**src/rtl/nptm_pkg.sv**
```systemverilog
`default_nettype none

package nptm_pkg;

  // Flit data width seen on the port; data above it is masked off
  localparam int unsigned FLIT_WIDTH = 32;
  localparam logic [31:0] FlitMask =
      (FLIT_WIDTH >= 32) ? 32'hFFFF_FFFF : ((32'd1 << FLIT_WIDTH) - 32'd1);

  // Configuration register indexes
  localparam logic CfgRouterAddr = 1'b0;
  localparam logic CfgPortIndex  = 1'b1;

  // Record kinds
  localparam logic [1:0] KindOther    = 2'd0;
  localparam logic [1:0] KindTask     = 2'd1;
  localparam logic [1:0] KindConsumer = 2'd2;

  // Service codes
  localparam logic [31:0] SvcTaskA = 32'h40;
  localparam logic [31:0] SvcTaskB = 32'h70;
  localparam logic [31:0] SvcTaskC = 32'h23;
  localparam logic [31:0] SvcConsA = 32'h00;
  localparam logic [31:0] SvcConsB = 32'h01;
  localparam logic [31:0] SvcConsC = 32'h31;

  localparam logic [31:0] TargetMask = 32'h0000_FFFF;

  // Packet parser phases
  typedef enum logic [5:0] {
    PhHeader   = 6'b000001,
    PhSize     = 6'b000010,
    PhService  = 6'b000100,
    PhTask     = 6'b001000,
    PhConsumer = 6'b010000,
    PhTail     = 6'b100000
  } phase_e;

  function automatic logic has_consumer(input logic [31:0] svc);
    has_consumer = (svc == SvcConsA) || (svc == SvcConsB) || (svc == SvcConsC);
  endfunction

  function automatic logic has_task(input logic [31:0] svc);
    has_task = (svc == SvcTaskA) || (svc == SvcTaskB) || (svc == SvcTaskC) ||
               has_consumer(svc);
  endfunction

endpackage

`default_nettype wire

```
**src/rtl/noc_port_traffic_monitor.sv**
```systemverilog
// Traffic monitor for one router port.
// Input channel (in_valid_i / in_stall_o): one transfer per clock tick, carrying
// the accepted-flit flag, the flit word and the global tick time. Ticks without
// a flit must still be sent, since busy cycles are counted per transfer.
// Output channel (out_valid_o / out_stall_i): one packet record per finished
// packet, sent on the transfer of the tail flit that leaves the payload count
// at zero.
// Configuration: write router address (index 0) and port index (index 1)
// through cfg_we_i / cfg_index_i / cfg_wdata_i while the block is idle.
// A record passes through the input register, which feeds the parser, which
// loads the result register; a receiver stall can hold it in between.
// Throughput: one transfer per cycle while no record is stalled; the parser
// state updates in a single pass between the input and result registers.
// Reset clears the parser, counters and configuration; the parser waits for a
// header. While the receiver stalls with a record pending, the input register
// holds its item and in_stall_o is raised until the record is taken.
`default_nettype none

module noc_port_traffic_monitor (
  input  wire logic        clk_i,
  input  wire logic        rst_ni,
  // configuration
  input  wire logic        cfg_we_i,
  input  wire logic        cfg_index_i,
  input  wire logic [15:0] cfg_wdata_i,
  // input channel
  input  wire logic        in_valid_i,
  output logic             in_stall_o,
  input  wire logic        flit_accepted_i,
  input  wire logic [31:0] flit_word_i,
  input  wire logic [31:0] tick_time_i,
  // output channel
  output logic             out_valid_o,
  input  wire logic        out_stall_i,
  output logic [1:0]       record_kind_o,
  output logic [31:0]      header_tick_o,
  output logic [15:0]      router_id_o,
  output logic [31:0]      service_code_o,
  output logic [31:0]      payload_size_o,
  output logic [31:0]      busy_cycles_o,
  output logic [3:0]       port_code_o,
  output logic [15:0]      target_id_o,
  output logic [31:0]      task_number_o,
  output logic [31:0]      consumer_number_o
);
  import nptm_pkg::*;

  logic [15:0] router_addr_q;
  logic [2:0]  port_index_q;

  logic        s1_valid_q;
  logic        s1_flit_q;
  logic [31:0] s1_word_q;
  logic [31:0] s1_tick_q;

  phase_e      phase_q, phase_d;
  logic [31:0] rem_q, rem_d;
  logic [31:0] cyc_q, cyc_d;
  logic [15:0] target_q, target_d;
  logic [31:0] htime_q, htime_d;
  logic [31:0] size_q, size_d;
  logic [31:0] svc_q, svc_d;
  logic [31:0] task_q, task_d;
  logic [31:0] cons_q, cons_d;

  logic        advance;
  logic        emit;
  logic [1:0]  kind;
  logic [31:0] word;
  logic [31:0] rem_dec;
  logic [31:0] cyc_inc;

  // Write configuration registers
  always_ff @(posedge clk_i or negedge rst_ni) begin
    if (!rst_ni) begin
      router_addr_q <= '0;
      port_index_q  <= '0;
    end else if (cfg_we_i) begin
      unique case (cfg_index_i)
        CfgRouterAddr: router_addr_q <= cfg_wdata_i;
        CfgPortIndex:  port_index_q  <= cfg_wdata_i[2:0];
        default: ;
      endcase
    end
  end

  // Process the registered item when the result slot is free
  assign advance    = s1_valid_q && (!out_valid_o || !out_stall_i);
  assign in_stall_o = s1_valid_q && !advance;

  // Capture input transfer
  always_ff @(posedge clk_i or negedge rst_ni) begin
    if (!rst_ni) begin
      s1_valid_q <= 1'b0;
    end else if (!in_stall_o) begin
      s1_valid_q <= in_valid_i;
    end
  end

  always_ff @(posedge clk_i) begin
    if (in_valid_i && !in_stall_o) begin
      s1_flit_q <= flit_accepted_i;
      s1_word_q <= flit_word_i & FlitMask;
      s1_tick_q <= tick_time_i;
    end
  end

  assign word    = s1_word_q;
  assign rem_dec = (rem_q != 32'd0) ? rem_q - 32'd1 : rem_q;
  assign cyc_inc = cyc_q + 32'd1;
  assign kind    = has_task(svc_q) ? (has_consumer(svc_q) ? KindConsumer : KindTask)
                                   : KindOther;

  // Count and parse one item
  always_comb begin
    phase_d  = phase_q;
    rem_d    = rem_q;
    cyc_d    = cyc_q;
    target_d = target_q;
    htime_d  = htime_q;
    size_d   = size_q;
    svc_d    = svc_q;
    task_d   = task_q;
    cons_d   = cons_q;
    emit     = 1'b0;
    if (!s1_flit_q) begin
      if (cyc_q != 32'd0) cyc_d = cyc_inc;
    end else begin
      rem_d = rem_dec;
      cyc_d = cyc_inc;
      unique case (phase_q)
        PhHeader: begin
          target_d = word[15:0];
          htime_d  = s1_tick_q;
          phase_d  = PhSize;
        end
        PhSize: begin
          size_d  = word;
          rem_d   = word;
          phase_d = PhService;
        end
        PhService: begin
          svc_d   = word;
          phase_d = has_task(word) ? PhTask : PhTail;
        end
        PhTask: begin
          task_d  = word;
          phase_d = has_consumer(svc_q) ? PhConsumer : PhTail;
        end
        PhConsumer: begin
          cons_d  = word;
          phase_d = PhTail;
        end
        PhTail: begin
          if (rem_dec == 32'd0) begin
            emit    = 1'b1;
            cyc_d   = '0;
            phase_d = PhHeader;
          end
        end
        default: ;
      endcase
    end
  end

  // Advance parser state
  always_ff @(posedge clk_i or negedge rst_ni) begin
    if (!rst_ni) begin
      phase_q  <= PhHeader;
      rem_q    <= '0;
      cyc_q    <= '0;
      target_q <= '0;
      htime_q  <= '0;
      size_q   <= '0;
      svc_q    <= '0;
      task_q   <= '0;
      cons_q   <= '0;
    end else if (advance) begin
      phase_q  <= phase_d;
      rem_q    <= rem_d;
      cyc_q    <= cyc_d;
      target_q <= target_d;
      htime_q  <= htime_d;
      size_q   <= size_d;
      svc_q    <= svc_d;
      task_q   <= task_d;
      cons_q   <= cons_d;
    end
  end

  // Hold the record until it is taken
  always_ff @(posedge clk_i or negedge rst_ni) begin
    if (!rst_ni) begin
      out_valid_o <= 1'b0;
    end else if (advance) begin
      out_valid_o <= emit;
    end else if (!out_stall_i) begin
      out_valid_o <= 1'b0;
    end
  end

  always_ff @(posedge clk_i) begin
    if (advance && emit) begin
      record_kind_o     <= kind;
      header_tick_o     <= htime_q;
      router_id_o       <= router_addr_q;
      service_code_o    <= svc_q;
      payload_size_o    <= size_q;
      busy_cycles_o     <= cyc_inc;
      port_code_o       <= {port_index_q, 1'b0};
      target_id_o       <= target_q;
      task_number_o     <= (kind != KindOther) ? task_q : 32'd0;
      consumer_number_o <= (kind == KindConsumer) ? cons_q : 32'd0;
    end
  end

  // A record returns the parser to waiting for a header
  a_emit_restart: assert property (@(posedge clk_i) disable iff (!rst_ni)
    (advance && emit) |=> (phase_q == PhHeader && cyc_q == 32'd0))
    else $error("parser did not restart after record");

  // A record is only cut when the payload count runs out
  a_emit_count: assert property (@(posedge clk_i) disable iff (!rst_ni)
    (advance && emit) |-> (rem_q <= 32'd1 && phase_q == PhTail))
    else $error("record cut with payload remaining");

  a_kind_range: assert property (@(posedge clk_i) disable iff (!rst_ni)
    out_valid_o |-> (record_kind_o != 2'd3))
    else $error("invalid record kind");

  a_cons_zero: assert property (@(posedge clk_i) disable iff (!rst_ni)
    (out_valid_o && record_kind_o != KindConsumer) |-> (consumer_number_o == 32'd0))
    else $error("consumer id set without consumer service");

endmodule

`default_nettype wire

```
**config.mk**
```make
export PLATFORM = sky130hd
export DESIGN_NAME = noc_port_traffic_monitor
export DESIGN_NICKNAME = d
export VERILOG_FILES = /design/src/rtl/nptm_pkg.sv /design/src/rtl/noc_port_traffic_monitor.sv
export SDC_FILE = /design/constraint.sdc
export NUM_CORES = 1
export LEC_CHECK = 0
export BUFFER_PORTS_ARGS = -buffer_cell sky130_fd_sc_hd__buf_2
export CAP_MARGIN = 10
export CORE_MARGIN = 2
export CORE_UTILIZATION = 44
export CTS_CLUSTER_DIAMETER = 80
export CTS_CLUSTER_SIZE = 25
export DETAILED_ROUTE_END_ITERATION = 8
export PLACE_DENSITY = 0.65
export SLEW_MARGIN = 10
export SYNTH_ARGS = -nofsm -noshare
export SYNTH_HDL_FRONTEND = slang
export SYNTH_SLANG_ARGS = --single-unit
```
**constraint.sdc**
```tcl
create_clock -name clk_i -period 15.65 [get_ports clk_i]
set_clock_uncertainty 0.05 [all_clocks]
set_input_delay 0.7825 -clock clk_i [delete_from_list [all_inputs] [get_ports clk_i]]
set_output_delay 0.7825 -clock clk_i [all_outputs]
set_load 0.05 [all_outputs]
```
# Yosys cells after proc, flatten, opt, wreduce, memory -nomap -nowiden
# Index checks and enable logic that the tools add are counted.
# classes
n_addsub,2
n_eq_ne,19
n_mux,17
bitwise,1
n_reduce_logical,37
# ops
operator,n
$mux W32,6
$eq A32 B6 Y1 const B,4
$eq A32 B7 Y1 const B,4
$logic_not A32 Y1,3
$eq A32 B1 Y1 const B,2
$reduce_bool A32 Y1,2
$pmux W6 S6,1
$add A32 B1 Y32 const B,1
$sub A32 B1 Y32 const B,1
$mux W6,3
$reduce_and A3 Y1,5
$logic_or A1 B1 Y1,11
$reduce_and A2 Y1,4
$eq A6 B1 Y1 const B,1
$eq A6 B2 Y1 const B,1
$eq A6 B3 Y1 const B,1
$eq A6 B4 Y1 const B,1
$eq A6 B5 Y1 const B,1
$eq A6 B6 Y1 const B,1
$reduce_bool A6 Y1,1
$mux W1,5
$logic_and A1 B1 Y1,4
$logic_not A1 Y1,4
$mux W2,2
other kinds (6),7
# totals
ff_bits,561
inputBits,87
out_inout_bits,232
word_cells,102

# Logic depth before layout (Yosys ltp)
# Gate-level depths: netlist of run 1.
# depth
word_depth,7
ltp_mapped,14
ltp_nobuf,11

# Least setup slack after synthesis of run 1
# No wires, ideal clock.
# synth_path
path_type,register to register
from,reg rem_q[2]
to,reg busy_cycles_o[0] (enable)
setup_time_ps,822
arrival_time_ps,12622
t_required_ps,14778
setup_slack_ps,2155
path_stages_with_launch,11
path_buffers,3
synth_period_minus_slack_ps,13495
cell_sequence,dfrtp_1 -> buf_2 -> or3_1 -> o41ai_1 -> nor2_1 -> mux2i_1 -> or4_1 -> or4_4 -> buf_6 -> buf_6 -> nor2_1
# synth_between
elab_chain_len,7
word_cells_on_any_way,8
cone_classes,add/sub: 1; mux: 4; reduce/logical: 3
# synth_lines
element,line_no,rtl
start: declaration,noc_port_traffic_monitor.sv:57,"logic [31:0] rem_q, rem_d;"
start signal: assignment,noc_port_traffic_monitor.sv:180,rem_q <= rem_d;
$sub A32 B1 Y32 / $reduce_bool A32 Y1 (equally long branches),noc_port_traffic_monitor.sv:109,assign rem_dec = (rem_q != 32'd0) ? rem_q - 32'd1 : rem_q;
$mux W32 (*),noc_port_traffic_monitor.sv:109,
$logic_not A32 Y1 (*),noc_port_traffic_monitor.sv:155,if (rem_dec == 32'd0) begin
$mux W1 (*),noc_port_traffic_monitor.sv:155,
$mux W1 (*),noc_port_traffic_monitor.sv:131,unique case (phase_q)
$mux W1 (*),noc_port_traffic_monitor.sv:126,if (!s1_flit_q) begin
$logic_and A1 B1 Y1 (*),noc_port_traffic_monitor.sv:203,if (advance && emit) begin
end signal: assignment,noc_port_traffic_monitor.sv:209,busy_cycles_o <= cyc_inc;
end: declaration,noc_port_traffic_monitor.sv:40,"output logic [31:0] busy_cycles_o,"
# Mark *: on every way between the ends. The rest lies on a longest branch, timed or not.
# A chain may end at the register's enable or synchronous reset.

# Worst setup path in the final report of run 1
# layout_path
from,reg rem_q[16]
to,reg consumer_number_o[31] (enable)
# layout_between
elab_chain_len,7
word_cells_on_any_way,8
cone_classes,add/sub: 1; mux: 4; reduce/logical: 3
# layout_lines
element,line_no,rtl
$sub A32 B1 Y32 / $reduce_bool A32 Y1 (equally long branches),noc_port_traffic_monitor.sv:109,
$mux W32 (*),noc_port_traffic_monitor.sv:109,
$logic_not A32 Y1 (*),noc_port_traffic_monitor.sv:155,
$mux W1 (*),noc_port_traffic_monitor.sv:155,
$mux W1 (*),noc_port_traffic_monitor.sv:131,
$mux W1 (*),noc_port_traffic_monitor.sv:126,
$logic_and A1 B1 Y1 (*),noc_port_traffic_monitor.sv:203,
end signal: assignment,noc_port_traffic_monitor.sv:213,consumer_number_o <= (kind == KindConsumer) ? cons_q : 32'd0;
end: declaration,noc_port_traffic_monitor.sv:44,output logic [31:0] consumer_number_o
# Marked as above.

==> impl_results.md, run 1 <==
* Pin count of the biggest net entering global routing at 157
* Final wirelength at 49,920 microns
* Synth Area in XOR/XNOR at 1.614%
* Warnings from Yosys at 0
* Async SR Flop Fraction at 47.59%
* CTS tree: done
* Residual DRC count at 0
* CTS clk-pin slew, worst paths at 0.09 ns
* TNS Setup at 0 ns
* Die height at 226.1 microns
* All-layer global routing usage at 19.37%
* FP Rows at between 80 and 90
* Clk root buf: clkbuf_16
* Finish-stage setup viols at 0
* DRT Pass-1 Iters at 4
* Mapped Avg Cell Area at 14.95 sq um
* Die footprint at 0.05112 sq mm
* Routed vias at 12,770
* Yosys top cell area share at 40.67%
* CTS Buf Count at 31
* Worst-margin pin slew at 1.167 ns
* First-pass GRT wire length at between 70,000 and 80,000 microns
* Largest family of logic cells by synthesized area: multiplexers
* Final ANT Viol Nets at 0
* Post-CTS setup repair buffer count at 0
* Peak VDD IR at 0.1080 mV
* ANT cells at 0
* Starting Density at 44.43%
* Relative slew margins at around 22%
* Final min period at 5.452 ns
* Maximum fanout along the worst path at 156
* Vias in the first global route at 12,670
* Detailed Place HPWL at 32,930 microns
* Commonest cells post-synth: edfxtp_1 (294), dfrtp_1 (266), mux2_2 (192)
* Crit start category: flip-flop
* Reg2Reg Depth at 9
* CP peak stage delay at 0.86 ns
* Mapped cell area at about 0.022 sq mm
* CP Cell Sequence: nor4_1 > nand4_1 > nor4_4 > nor2_1 > xor2_1 > or4_1 > or4_4 > nor2_4 > buf_12
* Netlist cell types at 64
* Starting DRT DRC Count at 938
* F_max at 183.4 MHz
* Final hold violations at 0
* Status: finished, final reports clean
* Slowest CP cell: nor4_4
* Worst min path class: primary input to asynchronous set/reset pin
* Most common cell in the netlist: edfxtp_1
* Critical path required time at 15.84 ns
* Worst-skew pair later-pin latency at 0.62 ns
* GP Congestion at 0.8511
* Max Slew Vio Count at 0
* Final worst path period share at 34.84%
* Clock Path Buffers at 3
* NumNets Final at around 1,800
* Core area at 0.04885 sq mm
* Worst EP arrival at ~5.6 ns
* RSZ-0062 raised after global routing: false
* Net count after synthesis at 1,543
* Share of cells above drive strength 1 at 33.99%
* Mux cell area share after synthesis at about 10%
* Crit. End Element: flip-flop
* Number of synthesized flops with an enable pin at 294
* Synthesized instance count at 1,452
* Port buffer count at 317
* Post-cts sizing count at 0
* Synth Area in Adders at 0.2306%
* PD cells at ~130 mW/mm^2
* Clock sink count at 561
* I/O pin count at 319
* Largest area contributor in the netlist: edfxtp_1
* Max Cap Viol at 0
* Synth-to-layout area growth at 15.47%
* Antenna violations before repair at 0
* Total gr overflow at 0
* CTS Hold Bufs at 0
* Sequential share of the synthesized area at 71.46%
* Worst setup path category: flip-flop to flip-flop
* WL/cell at 20.50 microns
* Lkg Pwr at 0.009835 uW
* Hold WS at 0.1283 ns
* Ys flop type: edfxtp_1
* Compound-Gate Fraction of Synth Area at 4.761%
* Die width at between 200 and 250 microns
* H-tree depth at 1
* Largest cells by area after synthesis: edfxtp_1 (41%), dfrtp_1 (31%), mux2_2 (10%)
* Post-DR vias/cell at approximately 5.2
* #FFs+latches synth at between 500 and 600
* Synth Area in Simple Gates at roughly a tenth
state kept, by name, summed over array words and instances (netlist names), 2 cells and up:
register	count
phase_q	6
target_id_o	16
cyc_q	32
port_code_o	3
router_id_o	16
target_q	16
router_addr_q	16
payload_size_o	32
s1_tick_q	32
htime_q	32
record_kind_o	2
rem_q	32
cons_q	32
svc_q	32
task_number_o	32
port_index_q	3
busy_cycles_o	32
task_q	32
size_q	32
header_tick_o	32
consumer_number_o	32
service_code_o	32
s1_word_q	32
cells in the final DEF (no fill, tap or decap), types with 10 or more instances in the layout:
master,synthesis,final
clkbuf_1,65,10
a21oi_1,48,48
nor4_1,33,33
and2_1,67,66
mux2_2,192,192
inv_1,19,19
nor2b_1,27,27
xor2_1,12,12
nand2_1,62,61
xnor2_1,28,28
clkbuf_16,0,31
nand4_1,18,18
a22o_1,18,18
dfrtp_1,266,266
buf_4,1,16
o21ai_0,63,63
edfxtp_1,294,294
nand3_1,38,36
nor3_1,27,27
buf_2,3,316
nor2_1,55,53
logic make-up (layout without fill, tap and decap cells):
logic type      Yosys count  after routing
flops                   561            561
simple gates            388            388
mux                     196            196
compound gates          170            170
buf+inv                  92            411
xor+xnor                 40             40
fa+ha+maj                 4              4
other cells               1              1
worst max-delay path, delay by kind of cell (launching register included):
family | cells | cell delay [ns]
buf+inv | 1 | 0.43
flops | 1 | 0.47
xor+xnor | 1 | 0.21
simple gates | 7 | 3.48
final timing paths:
| kind | from | end | slack [ns] |
|---|---|---|---|
| max | rem_q[16] | consumer_number_o[31] | 10.20 |
| min | rst_ni | cyc_q[19] | 0.13 |
| max reg2reg | rem_q[16] | consumer_number_o[31] | 10.20 |
| min reg2reg | htime_q[31] | header_tick_o[31] | 0.38 |
| max in group asynchronous | rst_ni | htime_q[0] | 14.06 |
| min in group clk_i | tick_time_i[29] | s1_tick_q[29] | 0.28 |
cell type report:
class	instances	area (sq um)
fill	4174	23790
sequential	561	15510
multi-input combinational	799	5873
timing repair buffer	334	1737
clock buffer	43	840.8
tap	664	830.8
clock inverter	15	198.9
inverter	19	71.32
routing by layer:
| metal | up-vias | global-route usage [%] | wire length (microns) |
|---|---|---|---|
| met5 | - | 0 | 0 |
| met4 | 0 | 3.905 | 956 |
| met3 | 50 | 3.877 | 2782 |
| met2 | 323 | 31.87 | 24160 |
| met1 | 6467 | 26.88 | 22020 |
| li1 | 5927 | - | - |
power by group:
part / switching [uW] / total (uW) / internal, uW / leakage, uW
clock: 505 / 921 / 416 / 0.000500
combinational: 204 / 383 / 180 / 0.00342
sequential: 162 / 1890 / 1720 / 0.00591
total: 871 / 3190 / 2320 / 0.00983
per-stage QoR:
stage | util (%) | instance area, sq um | worst slack (ns) | total power [uW] | std cells
after global routing | 51.31 | 25060 | 9.956 | 3343 | 2435
after global placement | 49.18 | 24020 | 10.38 | 2282 | 2377
after detailed placement | 49.18 | 24020 | 10.27 | 2300 | 2377
after CTS | 51.31 | 25060 | 10.24 | 3221 | 2435
after floorplan | - | 21710 | 2.155 | 2151 | 1452
final | 51.31 | 25060 | 10.20 | 3190 | 2435
Note: power is estimated with default switching activity, not from simulation.
==> run 2: changes to the inputs <==
ABC_AREA = 1   (was default)
clock period = 5.2 ns   (was 15.65 ns; I/O delays follow)
==> run 2 against run 1 <==
Net effect:
- worst hold slack got worse by 0.0065 ns
- critical path depth grew 1
- total power rose to 3.1 times the previous value
- critical path type unchanged
- routed wire length up 14%
- first-iteration DRC count is 30% higher
- largest power group unchanged
- core utilization rose by 1.9 points
==> impl_results.md, run 2 <==
* Post-layout util at 53.20% (+1.9 points)
* Netlist cell types at 45 (-30%)
* Worst-margin pin slew at 1.191 ns (+0.02407 ns)
* Largest cells by area after synthesis: edfxtp_1 (40%), dfrtp_1 (30%), nand2_1 (7.8%)
* Dpl cell area at 0.02465 sq mm (+2.6%)
* Die footprint at 0.05232 sq mm (+2.3%)
* CTS Hold Bufs at 89 (+89)
* Sequential share of the synthesized area at 69.80% (-1.7 points)
* Antenna violations before repair at 0 (unchanged)
* Hold WS at 0.1218 ns (-0.006497 ns)
* Design area at 0.02658 sq mm (+6.1%)
* Filler Cell Count at 4,386 (+5.1%)
* Status: finished, final reports clean
* CTS clk-pin slew, worst paths at 0.09 ns (about the same)
* Share of cells above drive strength 1 at 21.27% (-13 points)
* PD cells at 369.7 mW/mm^2 (+190%)
* Post-DR vias/cell at 4.974 (-5.1%)
* Largest area contributor in the netlist: edfxtp_1
* WL/cell at 18.63 microns (-9.1%)
* ANT cells at 0 (unchanged)
* Worst setup path category: flip-flop to flip-flop
* Net count after synthesis at 2,059 (+33%)
* Pin count of the biggest net entering global routing at 141 (-10%)
* Clock Path Buffers at 3 (unchanged)
* Starting DRT DRC Count at 1,220 (+30%)
* GP Congestion at 0.8863 (+4.1%)
* Peak VDD IR at 0.2567 mV (+140%)
* Lkg Pwr at 0.01262 uW (+28%)
* Routed vias at 15,240 (+19%)
* Post-CTS setup repair buffer count at 0 (unchanged)
* Most common cell in the netlist: nand2_1
* Warnings from Yosys at 0 (unchanged)
* Number of synthesized flops with an enable pin at 294 (unchanged)
* Final worst path period share at 77.14% (+42 points)
* H-tree depth at 1 (unchanged)
* Final wirelength at 57,100 microns (+14%)
* Mapped Avg Cell Area at 11.29 sq um (-24%)
* CTS Buf Count at 31 (unchanged)
* Crit. End Element: flip-flop
* DRT Pass-1 Iters at 5 (+1)
* Port buffer count at 317 (unchanged)
* Vias in the first global route at 15,390 (+21%)
* Maximum fanout along the worst path at 58 (-63%)
* Commonest cells post-synth: nand2_1 (464), edfxtp_1 (294), dfrtp_1 (266)
* Total gr overflow at 0 (unchanged)
* Most common cell after layout, fill and taps aside: nand2_1
* Final min period at 4.011 ns (-1.440 ns)
* Worst min path class: primary input to asynchronous set/reset pin
* First-pass GRT wire length at 88,790 microns (+17%)
* Core area at 0.04997 sq mm (+2.3%)
* CTS tree: done
* Max Slew Vio Count at 0 (unchanged)
* Clock sink count at 561 (unchanged)
* Starting Density at 44.47% (about the same)
* Clk root buf: clkbuf_16
* Finish-stage setup viols at 0 (unchanged)
* All-layer global routing usage at 21.78% (+2.4 points)
* FP Rows at 82 (+1.2%)
* Async SR Flop Fraction at 47.59% (unchanged)
* Max Cap Viol at 0 (unchanged)
* Worst-skew pair later-pin latency at 0.62 ns (about the same)
* Final ANT Viol Nets at 0 (unchanged)
* Die height at 228.7 microns (+1.2%)
* Most frequent cells in the layout: nand2_1 (462), buf_2 (316), edfxtp_1 (294), dfrtp_1 (266), inv_1 (222)
* RSZ-0062 raised after global routing: false
* Ys flop type: edfxtp_1
* Crit start category: flip-flop
* Residual DRC count at 0 (unchanged)
* F_max at 249.3 MHz (+36%)
* Post-cts sizing count at 0 (unchanged)
* Final hold violations at 0 (unchanged)
* Die width at 228.7 microns (+1.2%)
* Yosys top cell area share at 39.73% (-0.94 points)
* Synthesized instance count at 1,968 (+36%)
* #FFs+latches synth at 561 (unchanged)
* Worst EP arrival at 4.23 ns (-1.41 ns)
* NumNets Final at 2,459 (+34%)
* Relative slew margins at 20.60% (-1.6 points)
* Mapped cell area at 0.02222 sq mm (+2.4%)
* Synth-to-layout area growth at 19.62%
* Detailed Place HPWL at 39,860 microns (+21%)
* I/O pin count at 319 (unchanged)
* Critical path required time at 5.42 ns (-10.42 ns)
==> run 2: cell count changes after synthesis, moves of 26 or more <==
cell	delta
nand2_1	+402
inv_1	+205
nor2_1	+169
mux2_2	-146
and2_1	-66
o21ai_0	+28
nor2b_1	-27
xnor2_1	-26
==> run 2: kinds of logic after synthesis <==
group / after synthesis / share of synthesized area [%]
fa+ha+maj: 4 / 0.2252
other cells: 1 / 0.01688
xor+xnor: 34 / 1.340
mux: 46 / 2.331
flops: 561 / 69.80
buf+inv: 286 / 5.056
compound gates: 178 / 4.566
simple gates: 858 / 16.66
==> run 2: per-stage QoR <==
stage               setup WS [ns]  instances  setup TNS [ns]  power (uW)
floorplan                 -0.5103       1968         -116.86        6380
global placement            1.340       2918               0        7082
detailed placement          1.356       2918               0        7062
finish                      1.189       3065               0        9826
CTS                         1.332       3065               0        9892
global route                1.032       3065               0       10320
==> run 2: routing by layer <==
layer,share of wire [%],global-route usage (%)
met5,0,0
met4,2.1,5.147
met2,48,35.51
met3,5.9,4.104
met1,44,30.38
==> run 2: critical path, cell delays in order (launching register included) <==
cell	delay [ns]
dfrtp_1	0.43
nor2_1	0.20
nand2_1	0.11
nor2_2	0.23
nand4_4	0.54
nand2_1	0.47
nand3_1	0.12
nor3_1	0.39
nand3_1	0.19
nor2_4	0.46
buf_12	0.34
==> run 2: power breakdown <==
group	switching, uW	internal [uW]	total [uW]
clock network	1550	1240	2790
registers	194	4850	5050
logic	1390	605	1990
==> run 2: cell type report <==
| cell class | instances | area, sq um | area share [%] |
|---|---|---|---|
| clock buffers | 45 | 869.6 | 3.271 |
| inverters | 229 | 859.6 | 3.234 |
| repair buffers | 424 | 2685 | 10.10 |
| flip-flops and latches | 561 | 15510 | 58.35 |
| clock inverters | 13 | 166.4 | 0.6260 |
| well taps | 672 | 840.8 | 3.163 |
| multi-input cells | 1121 | 5649 | 21.25 |
==> run 2: worst paths after layout <==
kind	to	slack, ns	startpoint	cells past startpoint
setup / recovery	header_tick_o[10]	1.19	rem_q[26]	10
max in group asynchronous	target_q[1]	3.59	rst_ni	3
hold / removal	cyc_q[11]	0.12	rst_ni	2
hold reg to reg	header_tick_o[11]	0.40	htime_q[11]	0
min in group clk_i	s1_word_q[16]	0.29	flit_word_i[16]	2
setup reg to reg	header_tick_o[10]	1.19	rem_q[26]	10
